**src/hw/rtl/x86_bcd_adjust_unit_assert.svh**
```systemverilog
// assertion helpers for the decimal adjust unit
`ifndef X86_BCD_ADJUST_UNIT_ASSERT_SVH
`define X86_BCD_ADJUST_UNIT_ASSERT_SVH

// same-cycle implication, checked out of reset
`define XBCD_ASSERT_NOW(label, ante, cons, msg) \
   label: assert property (@(posedge clock) disable iff (reset) (ante) |-> (cons)) \
      else $error(msg);

// next-cycle implication, checked out of reset
`define XBCD_ASSERT_NEXT(label, ante, cons, msg) \
   label: assert property (@(posedge clock) disable iff (reset) (ante) |=> (cons)) \
      else $error(msg);

`endif

```
**src/hw/rtl/xbcd_pkg.sv**
```systemverilog
package xbcd_pkg;

   typedef enum logic [2:0] {
      OP_DAA = 3'd0,
      OP_DAS = 3'd1,
      OP_AAA = 3'd2,
      OP_AAS = 3'd3,
      OP_AAM = 3'd4,
      OP_AAD = 3'd5
   } op_type;

   localparam logic [5:0] FLAG_CF = 6'h01;
   localparam logic [5:0] FLAG_AF = 6'h02;
   localparam logic [5:0] FLAG_SF = 6'h04;
   localparam logic [5:0] FLAG_ZF = 6'h08;
   localparam logic [5:0] FLAG_PF = 6'h10;
   localparam logic [5:0] FLAG_OF = 6'h20;
   localparam logic [5:0] MASK_ADJ = FLAG_CF | FLAG_AF;
   localparam logic [5:0] MASK_ARITH = FLAG_CF | FLAG_AF | FLAG_SF | FLAG_ZF | FLAG_PF;
   localparam logic [5:0] MASK_ALL = MASK_ARITH | FLAG_OF;

   localparam logic [7:0] ADJ_LOW = 8'h06;
   localparam logic [7:0] ADJ_HIGH = 8'h60;
   localparam logic [7:0] DAS_LIMIT = 8'h99;
   localparam logic [7:0] DAA_LIMIT = 8'h9F;
   localparam logic [7:0] AAA_WRAP = 8'hF9;
   localparam logic [7:0] NIBBLE_MASK = 8'h0F;
   localparam logic [3:0] DIGIT_MAX = 4'h9;

   // number of restoring division steps done in each of the first two stages
   localparam int DIV_STEPS = 4;

   typedef struct packed {
      logic       q;
      logic [7:0] rem;
   } div_type;

   typedef struct packed {
      op_type      op;
      logic [7:0]  al;
      logic [7:0]  base;
      logic [7:0]  res_al;
      logic [7:0]  res_ah;
      logic        res_cf;
      logic        res_af;
      logic [15:0] prod;
      logic [7:0]  rem;
      logic [3:0]  quo_hi;
   } s1_type;

   typedef struct packed {
      logic [7:0] al;
      logic [7:0] ah;
      logic       cf;
      logic       af;
      logic       of;
      logic [5:0] mask;
      logic       derr;
   } s2_type;

   // one restoring division step
   function automatic div_type div_step(input logic [7:0] rem, input logic dbit,
                                        input logic [7:0] divisor);
      logic [8:0] trial;
      logic [8:0] diff;
      div_type    res;
      trial = {rem, dbit};
      diff = trial - {1'b0, divisor};
      if (trial >= {1'b0, divisor}) begin
         res.q = 1'b1;
         res.rem = diff[7:0];
      end else begin
         res.q = 1'b0;
         res.rem = trial[7:0];
      end
      return res;
   endfunction

   function automatic logic even_parity(input logic [7:0] v);
      return ~(^v);
   endfunction

endpackage

```
**src/hw/rtl/x86_bcd_adjust_unit.sv**
```systemverilog
// x86 decimal adjust unit (DAA, DAS, AAA, AAS, AAM, AAD): takes one instruction per
// clock as long as the result side keeps taking them, and returns the results in order,
// registered through stage one, stage two and stage three. Stage one does the BCD
// corrections, the AAD multiply and the top four steps of the AAM restoring division;
// stage two does the other four division steps and the AAD add; stage three forms the
// status flags into the output register. Back-pressure stalls the pipe without losing
// bubbles' worth of throughput: empty stages still fill while a result waits.
`include "x86_bcd_adjust_unit_assert.svh"

module x86_bcd_adjust_unit (
   input  logic        clock,
   input  logic        reset,
   input  logic        req_tvalid,
   output logic        req_tready,
   // al_in[7:0], ah_in[15:8], carry_in[16], aux_carry_in[17], imm_base[25:18], zero pad
   input  logic [31:0] req_tdata,
   // operation[2:0]
   input  logic [2:0]  req_tuser,
   output logic        rsp_tvalid,
   input  logic        rsp_tready,
   // al_out[7:0], ah_out[15:8], carry_out[16], aux_carry_out[17], sign_out[18],
   // zero_out[19], parity_out[20], overflow_out[21], flags_written[27:22],
   // divide_error[28], zero pad
   output logic [31:0] rsp_tdata
);

   logic                s1_valid_ff, s1_valid_in;
   logic                s2_valid_ff, s2_valid_in;
   logic                s3_valid_ff, s3_valid_in;
   xbcd_pkg::s1_type    s1_data_ff, s1_data_in;
   xbcd_pkg::s2_type    s2_data_ff, s2_data_in;
   logic [31:0]         s3_data_ff, s3_data_in;
   logic                en1, en2, en3;

   assign en3 = !s3_valid_ff || rsp_tready;
   assign en2 = !s2_valid_ff || en3;
   assign en1 = !s1_valid_ff || en2;
   assign req_tready = en1;

   assign s1_valid_in = en1 ? req_tvalid : s1_valid_ff;
   assign s2_valid_in = en2 ? s1_valid_ff : s2_valid_ff;
   assign s3_valid_in = en3 ? s2_valid_ff : s3_valid_ff;

   // stage one: bcd corrections, product, upper quotient digits
   always_comb begin
      logic [7:0]        al, ah, base, t;
      logic              cf, af, adj;
      logic [7:0]        rem;
      xbcd_pkg::div_type st;
      xbcd_pkg::op_type  op;
      al = req_tdata[7:0];
      ah = req_tdata[15:8];
      cf = req_tdata[16];
      af = req_tdata[17];
      base = req_tdata[25:18];
      op = xbcd_pkg::op_type'(req_tuser);
      adj = (al[3:0] > xbcd_pkg::DIGIT_MAX) || af;
      s1_data_in.op = op;
      s1_data_in.al = al;
      s1_data_in.base = base;
      s1_data_in.res_al = al;
      s1_data_in.res_ah = ah;
      s1_data_in.res_cf = 1'b0;
      s1_data_in.res_af = 1'b0;
      t = al;
      case (op)
         xbcd_pkg::OP_DAA: begin
            if (adj) t = al + xbcd_pkg::ADJ_LOW;
            s1_data_in.res_af = adj;
            if (t > xbcd_pkg::DAA_LIMIT || cf) begin
               t = t + xbcd_pkg::ADJ_HIGH;
               s1_data_in.res_cf = 1'b1;
            end
            s1_data_in.res_al = t;
         end
         xbcd_pkg::OP_DAS: begin
            if (adj) t = al - xbcd_pkg::ADJ_LOW;
            s1_data_in.res_af = adj;
            s1_data_in.res_cf = adj && ((al < xbcd_pkg::ADJ_LOW) || cf);
            if (al > xbcd_pkg::DAS_LIMIT || cf) begin
               t = t - xbcd_pkg::ADJ_HIGH;
               s1_data_in.res_cf = 1'b1;
            end
            s1_data_in.res_al = t;
         end
         xbcd_pkg::OP_AAA: begin
            s1_data_in.res_cf = adj;
            s1_data_in.res_af = adj;
            if (adj) begin
               s1_data_in.res_ah = ah + 8'd1 + {7'd0, al > xbcd_pkg::AAA_WRAP};
               s1_data_in.res_al = (al + xbcd_pkg::ADJ_LOW) & xbcd_pkg::NIBBLE_MASK;
            end else begin
               s1_data_in.res_al = al & xbcd_pkg::NIBBLE_MASK;
            end
         end
         xbcd_pkg::OP_AAS: begin
            s1_data_in.res_cf = adj;
            s1_data_in.res_af = adj;
            if (adj) begin
               s1_data_in.res_ah = ah - 8'd1 - {7'd0, al < xbcd_pkg::ADJ_LOW};
               s1_data_in.res_al = (al - xbcd_pkg::ADJ_LOW) & xbcd_pkg::NIBBLE_MASK;
            end else begin
               s1_data_in.res_al = al & xbcd_pkg::NIBBLE_MASK;
            end
         end
         default: begin
         end
      endcase
      s1_data_in.prod = {8'd0, ah} * {8'd0, base};
      rem = 8'd0;
      for (int i = 0; i < xbcd_pkg::DIV_STEPS; i++) begin
         st = xbcd_pkg::div_step(rem, al[7 - i], base);
         rem = st.rem;
         s1_data_in.quo_hi[3 - i] = st.q;
      end
      s1_data_in.rem = rem;
   end

   // stage two: lower quotient digits, aad sum, flag mask
   always_comb begin
      logic [7:0]        rem;
      logic [3:0]        quo_lo;
      logic [15:0]       sum;
      xbcd_pkg::div_type st;
      rem = s1_data_ff.rem;
      quo_lo = 4'd0;
      for (int i = 0; i < xbcd_pkg::DIV_STEPS; i++) begin
         st = xbcd_pkg::div_step(rem, s1_data_ff.al[3 - i], s1_data_ff.base);
         rem = st.rem;
         quo_lo[3 - i] = st.q;
      end
      sum = s1_data_ff.prod + {8'd0, s1_data_ff.al};
      s2_data_in.al = s1_data_ff.res_al;
      s2_data_in.ah = s1_data_ff.res_ah;
      s2_data_in.cf = s1_data_ff.res_cf;
      s2_data_in.af = s1_data_ff.res_af;
      s2_data_in.of = 1'b0;
      s2_data_in.mask = 6'd0;
      s2_data_in.derr = 1'b0;
      case (s1_data_ff.op) inside
         xbcd_pkg::OP_DAA, xbcd_pkg::OP_DAS: begin
            s2_data_in.mask = xbcd_pkg::MASK_ARITH;
         end
         xbcd_pkg::OP_AAA, xbcd_pkg::OP_AAS: begin
            s2_data_in.mask = xbcd_pkg::MASK_ADJ;
         end
         xbcd_pkg::OP_AAM: begin
            s2_data_in.cf = 1'b0;
            s2_data_in.af = 1'b0;
            if (s1_data_ff.base == 8'd0) begin
               s2_data_in.derr = 1'b1;
            end else begin
               s2_data_in.al = rem;
               s2_data_in.ah = {s1_data_ff.quo_hi, quo_lo};
               s2_data_in.mask = xbcd_pkg::MASK_ARITH;
            end
         end
         xbcd_pkg::OP_AAD: begin
            s2_data_in.al = sum[7:0];
            s2_data_in.ah = 8'd0;
            s2_data_in.af = s1_data_ff.prod[3] ^ sum[3];
            s2_data_in.cf = |sum[15:8];
            s2_data_in.of = sum[7] ^ s1_data_ff.al[7];
            s2_data_in.mask = xbcd_pkg::MASK_ALL;
         end
         default: begin
         end
      endcase
   end

   // stage three: status flags and packing
   always_comb begin
      logic [5:0] m;
      m = s2_data_ff.mask;
      s3_data_in = 32'd0;
      s3_data_in[7:0] = s2_data_ff.al;
      s3_data_in[15:8] = s2_data_ff.ah;
      s3_data_in[16] = s2_data_ff.cf & m[0];
      s3_data_in[17] = s2_data_ff.af & m[1];
      s3_data_in[18] = s2_data_ff.al[7] & m[2];
      s3_data_in[19] = (s2_data_ff.al == 8'd0) & m[3];
      s3_data_in[20] = xbcd_pkg::even_parity(s2_data_ff.al) & m[4];
      s3_data_in[21] = s2_data_ff.of & m[5];
      s3_data_in[27:22] = m;
      s3_data_in[28] = s2_data_ff.derr;
   end

   always_ff @(posedge clock) begin
      if (reset) begin
         s1_valid_ff <= 1'b0;
         s2_valid_ff <= 1'b0;
         s3_valid_ff <= 1'b0;
      end else begin
         s1_valid_ff <= s1_valid_in;
         s2_valid_ff <= s2_valid_in;
         s3_valid_ff <= s3_valid_in;
      end
   end

   always_ff @(posedge clock) begin
      if (en1) s1_data_ff <= s1_data_in;
      if (en2) s2_data_ff <= s2_data_in;
      if (en3) s3_data_ff <= s3_data_in;
   end

   assign rsp_tvalid = s3_valid_ff;
   assign rsp_tdata = s3_data_ff;

   `XBCD_ASSERT_NOW(a_derr_no_flags, rsp_tvalid && rsp_tdata[28], rsp_tdata[27:22] == 6'd0, "divide error with flags written")
   `XBCD_ASSERT_NOW(a_flags_masked, rsp_tvalid, (rsp_tdata[21:16] & ~rsp_tdata[27:22]) == 6'd0, "flag set but not written")
   `XBCD_ASSERT_NOW(a_aad_clears_ah, rsp_tvalid && rsp_tdata[27], rsp_tdata[15:8] == 8'd0, "overflow written but ah not cleared")
   `XBCD_ASSERT_NOW(a_stall_only_full, !req_tready, s1_valid_ff && s2_valid_ff && s3_valid_ff, "input stalled with a bubble in the pipe")

endmodule
```
**config.mk**
```make
export PLATFORM = sky130hd
export DESIGN_NAME = x86_bcd_adjust_unit
export DESIGN_NICKNAME = d
export VERILOG_FILES = /design/src/hw/rtl/xbcd_pkg.sv /design/src/hw/rtl/x86_bcd_adjust_unit.sv
export VERILOG_INCLUDE_DIRS = /design/src /design/src/hw/rtl
export SDC_FILE = /design/constraint.sdc
export NUM_CORES = 1
export LEC_CHECK = 0
export BUFFER_PORTS_ARGS = -buffer_cell sky130_fd_sc_hd__buf_2
export CAP_MARGIN = 10
export CORE_MARGIN = 3
export CORE_UTILIZATION = 25
export CTS_CLUSTER_SIZE = 20
export DETAILED_ROUTE_END_ITERATION = 10
export GPL_ROUTABILITY_DRIVEN = 0
export SETUP_SLACK_MARGIN = 0.1
export SYNTH_ARGS = -nofsm -noshare
export SYNTH_HDL_FRONTEND = slang
export SYNTH_SLANG_ARGS = --single-unit
```
**constraint.sdc**
```tcl
create_clock -name clock -period 12.33 [get_ports clock]
set_input_delay 2.466 -clock clock [delete_from_list [all_inputs] [get_ports clock]]
set_output_delay 2.466 -clock clock [all_outputs]
set_load 0.03 [all_outputs]
```
# --- Yosys cells after proc, flatten, opt, wreduce, memory -nomap -nowiden ---
# Index checks and enable logic that the tools add are counted.
# Widths: inputs -> output; s select.
word_totals:
  inputBits: 39
  reg_bits: 123
  mem_count: 0
  output_inout_bits: 34
  latch_bits: 0
  ramBits: 0
  rom_bits: 0
classes:
  order_cmp: 13
  n_bitwise: 11
  n_reduce_logical: 23
  n_mux: 33
  n_shift: 0
  eq_ne: 8
  add_sub_neg: 17
  n_mul: 1
  div: 0
op_table:
  columns: ["operator", "n"]
  rows:
  - ["$mux 18", 4]
  - ["$mux 9", 8]
  - ["$mux 8", 8]
  - ["$ge 9x8->1", 7]
  - ["$sub 8x8->8", 7]
  - ["$pmux 8 s4", 1]
  - ["$gt 8x8->1 const B", 3]
  - ["$add 16x8->16", 1]
  - ["$logic_not 8->1", 2]
  - ["$mul 8x8->16", 1]
  - ["$mux 16", 1]
  - ["$pmux 8 s2", 1]
  - ["$eq 3x2->1 const B", 4]
  - ["$mux 6", 2]
  - ["$mux 5", 2]
  - ["$add 8x1->8", 1]
  - ["$add 8x1->8 const B", 1]
  - ["$add 8x3->8 const B", 1]
  - ["$add 8x7->8 const B", 1]
  - ["$ge 1x8->1", 1]
  - ["$lt 8x3->1 const B", 1]
  - ["$mux 4", 2]
  - ["$reduce_or 8->1", 1]
  - ["$reduce_xor 8->1", 1]
  - ["other kinds (21)", 44]

# --- Longest topological paths before layout ---
logic_depth:
  word_depth: 12
  depth_mapped: 38

# --- Worst setup path after synthesis ---
# OpenSTA, ideal clock, no wires.
synth_timing:
  path_kind: "input to register"
  startpoint: "input req_tdata[7]"
  endpoint: "register s1_data_ff[10] (netlist name) (data pin)"
  t_arrival_ns: 9.466
  setup_slack_ns: 2.605
  path_buffers: 1
  cell_stages: 38
  required_time_ns: 12.070
  cell_sequence: "clkbuf_1 inv_1 ha_1 inv_1 ha_1 a21oi_2 nor4_4 nor2_1 a21oi_1 ha_1 nor2b_1 o21ai_0 a21boi_1 o21ai_0 a211oi_1 nor2_1 mux2_2 inv_1 [2 not listed] o21ai_0 a21boi_0 o21ai_0 a21oi_1 o21ai_0 o311a_2 inv_2 mux2i_1 ha_1 nor2b_1 o21ai_0 a21boi_0 o21ai_0 a21oi_1 o21ai_0 nand3b_1 mux2i_4 mux2_2"
synth_rtl:
  columns: ["item", "line", "rtl"]
  rows:
  - ["start, declared", "x86_bcd_adjust_unit.sv:16", "input logic [31:0] req_tdata,"]
  - ["end signal, assigned", "x86_bcd_adjust_unit.sv:201", "if (en1) s1_data_ff <= s1_data_in;"]
  - ["end, declared", "x86_bcd_adjust_unit.sv:30", "xbcd_pkg::s1_type s1_data_ff, s1_data_in;"]

==> key figures <==
Finish
  – Final net count: 1305
  – Layout cell share with drive strength beyond 1: 13.4%
  – Leading cell types in the layout, fill and taps excluded: 118 x inv_1, 114 x ha_1, 113 x edfxtp_1
  – Commonest non-fill, non-tap cell in the layout: inv_1
  – Syn-to-layout area delta: 14.1%
  – Finished Cell Area: 11800 um^2
  – Fillers: 4251

Logic synthesis
  – EDFF count, synth: 113
  – Ys async rst share: 0%
  – Post-Syn Area per Cell: 9.86 um^2
  – Synth Area in XOR/XNOR: 6.25%
  – Largest family of logic cells by synthesized area: adder cells
  – Post-Synth Simple-Gate Area: 14.8%
  – Synth Area in Compound Gates: 12.1%
  – Yosys top cell by area: edfxtp_1
  – Post-synthesis mux area share: 5.22%
  – Synth Cell Area: 10400 um^2
  – Yosys warnings: 0
  – Post-synthesis cell count: 1052
  – Post-synthesis adder-cell area fraction: 22.2%
  – Synthesized flop and latch total: 116
  – Synth top area cells: edfxtp_1 33%, ha_1 14%, fa_1 8.5%, xnor2_1 4.8%, inv_1 4.3%
  – Netlist cell types: 76
  – Top cell type's share of synthesized area: 32.7%
  – Seq/Total Area, Yosys: 33.3%
  – Most used flip-flop cell after synthesis: edfxtp_1

STA
  – Measured slew at the worst slew-check pin: 1120 ps
  – RSZ-0062 raised after global routing: false
  – Final Critical Period: 10670 ps
  – Clock Skew: 12.5 ps
  – Final cycle utilization of the critical path: 86.5%
  – Final hold violation count: 0
  – Rel. slew slack: 25.3%
  – Max-slew violation count: 0
  – Number of endpoints failing setup at the final stage: 0
  – Setup TNS: 0 ps
  – F_max: 0.0937 GHz

Floorplan
  – Die Width: 210 um
  – Die area: 44000 um^2
  – Die height: 210 um
  – Core area: 40900 um^2
  – Starting density of the core: 25.4%
  – IO Pins: 73
  – Cell Rows: 74

Global route
  – GR Overflow Total: 0
  – Largest net degree at the start of global routing: 37
  – GR Util All Layers: 11.4%
  – Initial antenna violation count: 2
  – Number of global-route vias before repair: 7757
  – First-pass GRT wire length: 40.4 mm

Route
  – DR pass1 iterations: 5
  – Vias: 7770
  – Starting DRT DRC Count: 503
  – Final ANT Viol Nets: 0
  – Total Routed Length: 24.7 mm
  – Avg WL per Cell: 14.9 um
  – DRC: 0
  – Post-DR vias/cell: 4.69

Worst setup path
  – Critical path endpoint category: flip-flop
  – WP data arrival: 10830 ps
  – Slowest-stage cell, CP: nor2_1
  – Kind of critical path: input pin to flip-flop
  – Req. time, crit path: 12490 ps
  – Peak fanout along the critical path: 10
  – Critical path launch point type: input pin
  – Cell repeated most along the worst path: o21ai_0
  – Kind of cell adding the most delay to the critical path: compound AO/OA/AOI/OAI gates
  – Critical Path Max Stage Delay: 450 ps
  – Critical path buffers and inverters: 5

Power
  – Peak VDD IR: 0.109 mV
  – Power Density: 189 nW/um^2
  – LEAKAGE: 5.22 nW

Placement
  – # port buffers: 63
  – DP Area: 11200 um^2
  – HPWL Detailed: 19.5 mm

Clock tree
  – Num CTS Buffers: 17
  – H-tree levels: 4
  – Post-CTS setup buffers: 0
  – Root Buffer: clkbuf_16
  – Later-pin clock latency in the skew report: 420 ps
  – Clk sinks: 116
  – Max Root-Sink Buffers: 2
  – Hold Buf Count CTS: 0
  – CTS tree: yes
  – Post-cts sizing count: 0
  – Reg clk slew, reported paths: 60 ps

Min path
  – HP Class: flip-flop to flip-flop

Job
  – Maxcap violations: 0

Status
  – Status: completed
[worst paths after layout]
| path | startpoint | endpoint | slack [ps] | cells past startpoint |
|---|---|---|---|---|
| setup / recovery | req_tdata[7] | s1_data_ff[11] | 1660 | 38 |
| hold / removal | s2_data_ff[12] | rsp_tdata[10] | 420 | 0 |
| setup reg to reg | s1_data_ff[47] | s2_data_ff[23] | 3060 | 33 |
| hold reg to reg | s2_data_ff[12] | rsp_tdata[10] | 420 | 0 |
[per-stage QoR]
step / hold slack (ps) / instances / utilization [%] / power (mW) / setup slack (ps)
global route: 432 / 1653 / 28.9 / 2.42 / 887
floorplan: 400 / 1054 / - / 1.50 / 2600
CTS: 422 / 1653 / 28.9 / 2.24 / 1710
detailed placement: 407 / 1621 / 27.5 / 1.74 / 1320
finish: 422 / 1655 / 28.9 / 2.24 / 1660
global placement: 407 / 1621 / 27.5 / 1.71 / 1500
[cells in the mapped netlist (8+ instances only)]
master    instances
inv_1           118
ha_1            114
edfxtp_1        113
nand2_1          87
nor2_1           83
xnor2_1          57
a21oi_1          48
o21ai_0          48
fa_1             44
and2_1           34
mux2_2           22
clkbuf_1         19
mux2i_1          17
xor2_1           17
nand4_1          16
nor2b_1          16
nor3_1           14
nand3_1          11
a21o_1           10
o21a_1           10
nand2b_1          9
o211ai_1          8
[per-layer routing]
| metal | share of wire (%) | wire length (um) | track usage, % |
|---|---|---|---|
| met1 | 46 | 11300 | 14.8 |
| met4 | 1.5 | 378 | 3.16 |
| met5 | 0.081 | 20 | 0 |
| met2 | 48 | 11800 | 19.1 |
| met3 | 5.1 | 1270 | 2.36 |
[power breakdown]
group | internal [mW] | switching (mW)
Combinational | 0.504 | 0.663
Sequential | 0.535 | 0.0392
Clock | 0.302 | 0.193
Total | 1.34 | 0.895
[cells by family (layout without fill, tap and decap cells)]
family	Yosys count	count (layout)
and+or+nand+nor	306	306
muxes	48	48
adders and majority gates	158	158
AOI/OAI and AO/OA	192	192
buffers and inverters	157	224
DFF	116	116
xor gates and xnor gates	74	74
other	1	5
[state kept, by name, indices dropped and copies added (netlist names)]
name	cells
s1_data_ff	64
rsp_tdata	26
s2_data_ff	23
rsp_tvalid	1
s1_valid_ff	1
s2_valid_ff	1
[cell type report]
class	count	area (um^2)	share of cell area (%)
repair buffers	66	338	2.85
clock inverters	15	171	1.45
clock buffers	17	425	3.59
inverters	126	473	3.99
multi-input cells	781	6310	53.3
flip-flops and latches	116	3450	29.2
diodes	2	5.00	0.0423
well taps	532	666	5.62
No activity file was read; power rests on OpenSTA's default activity.
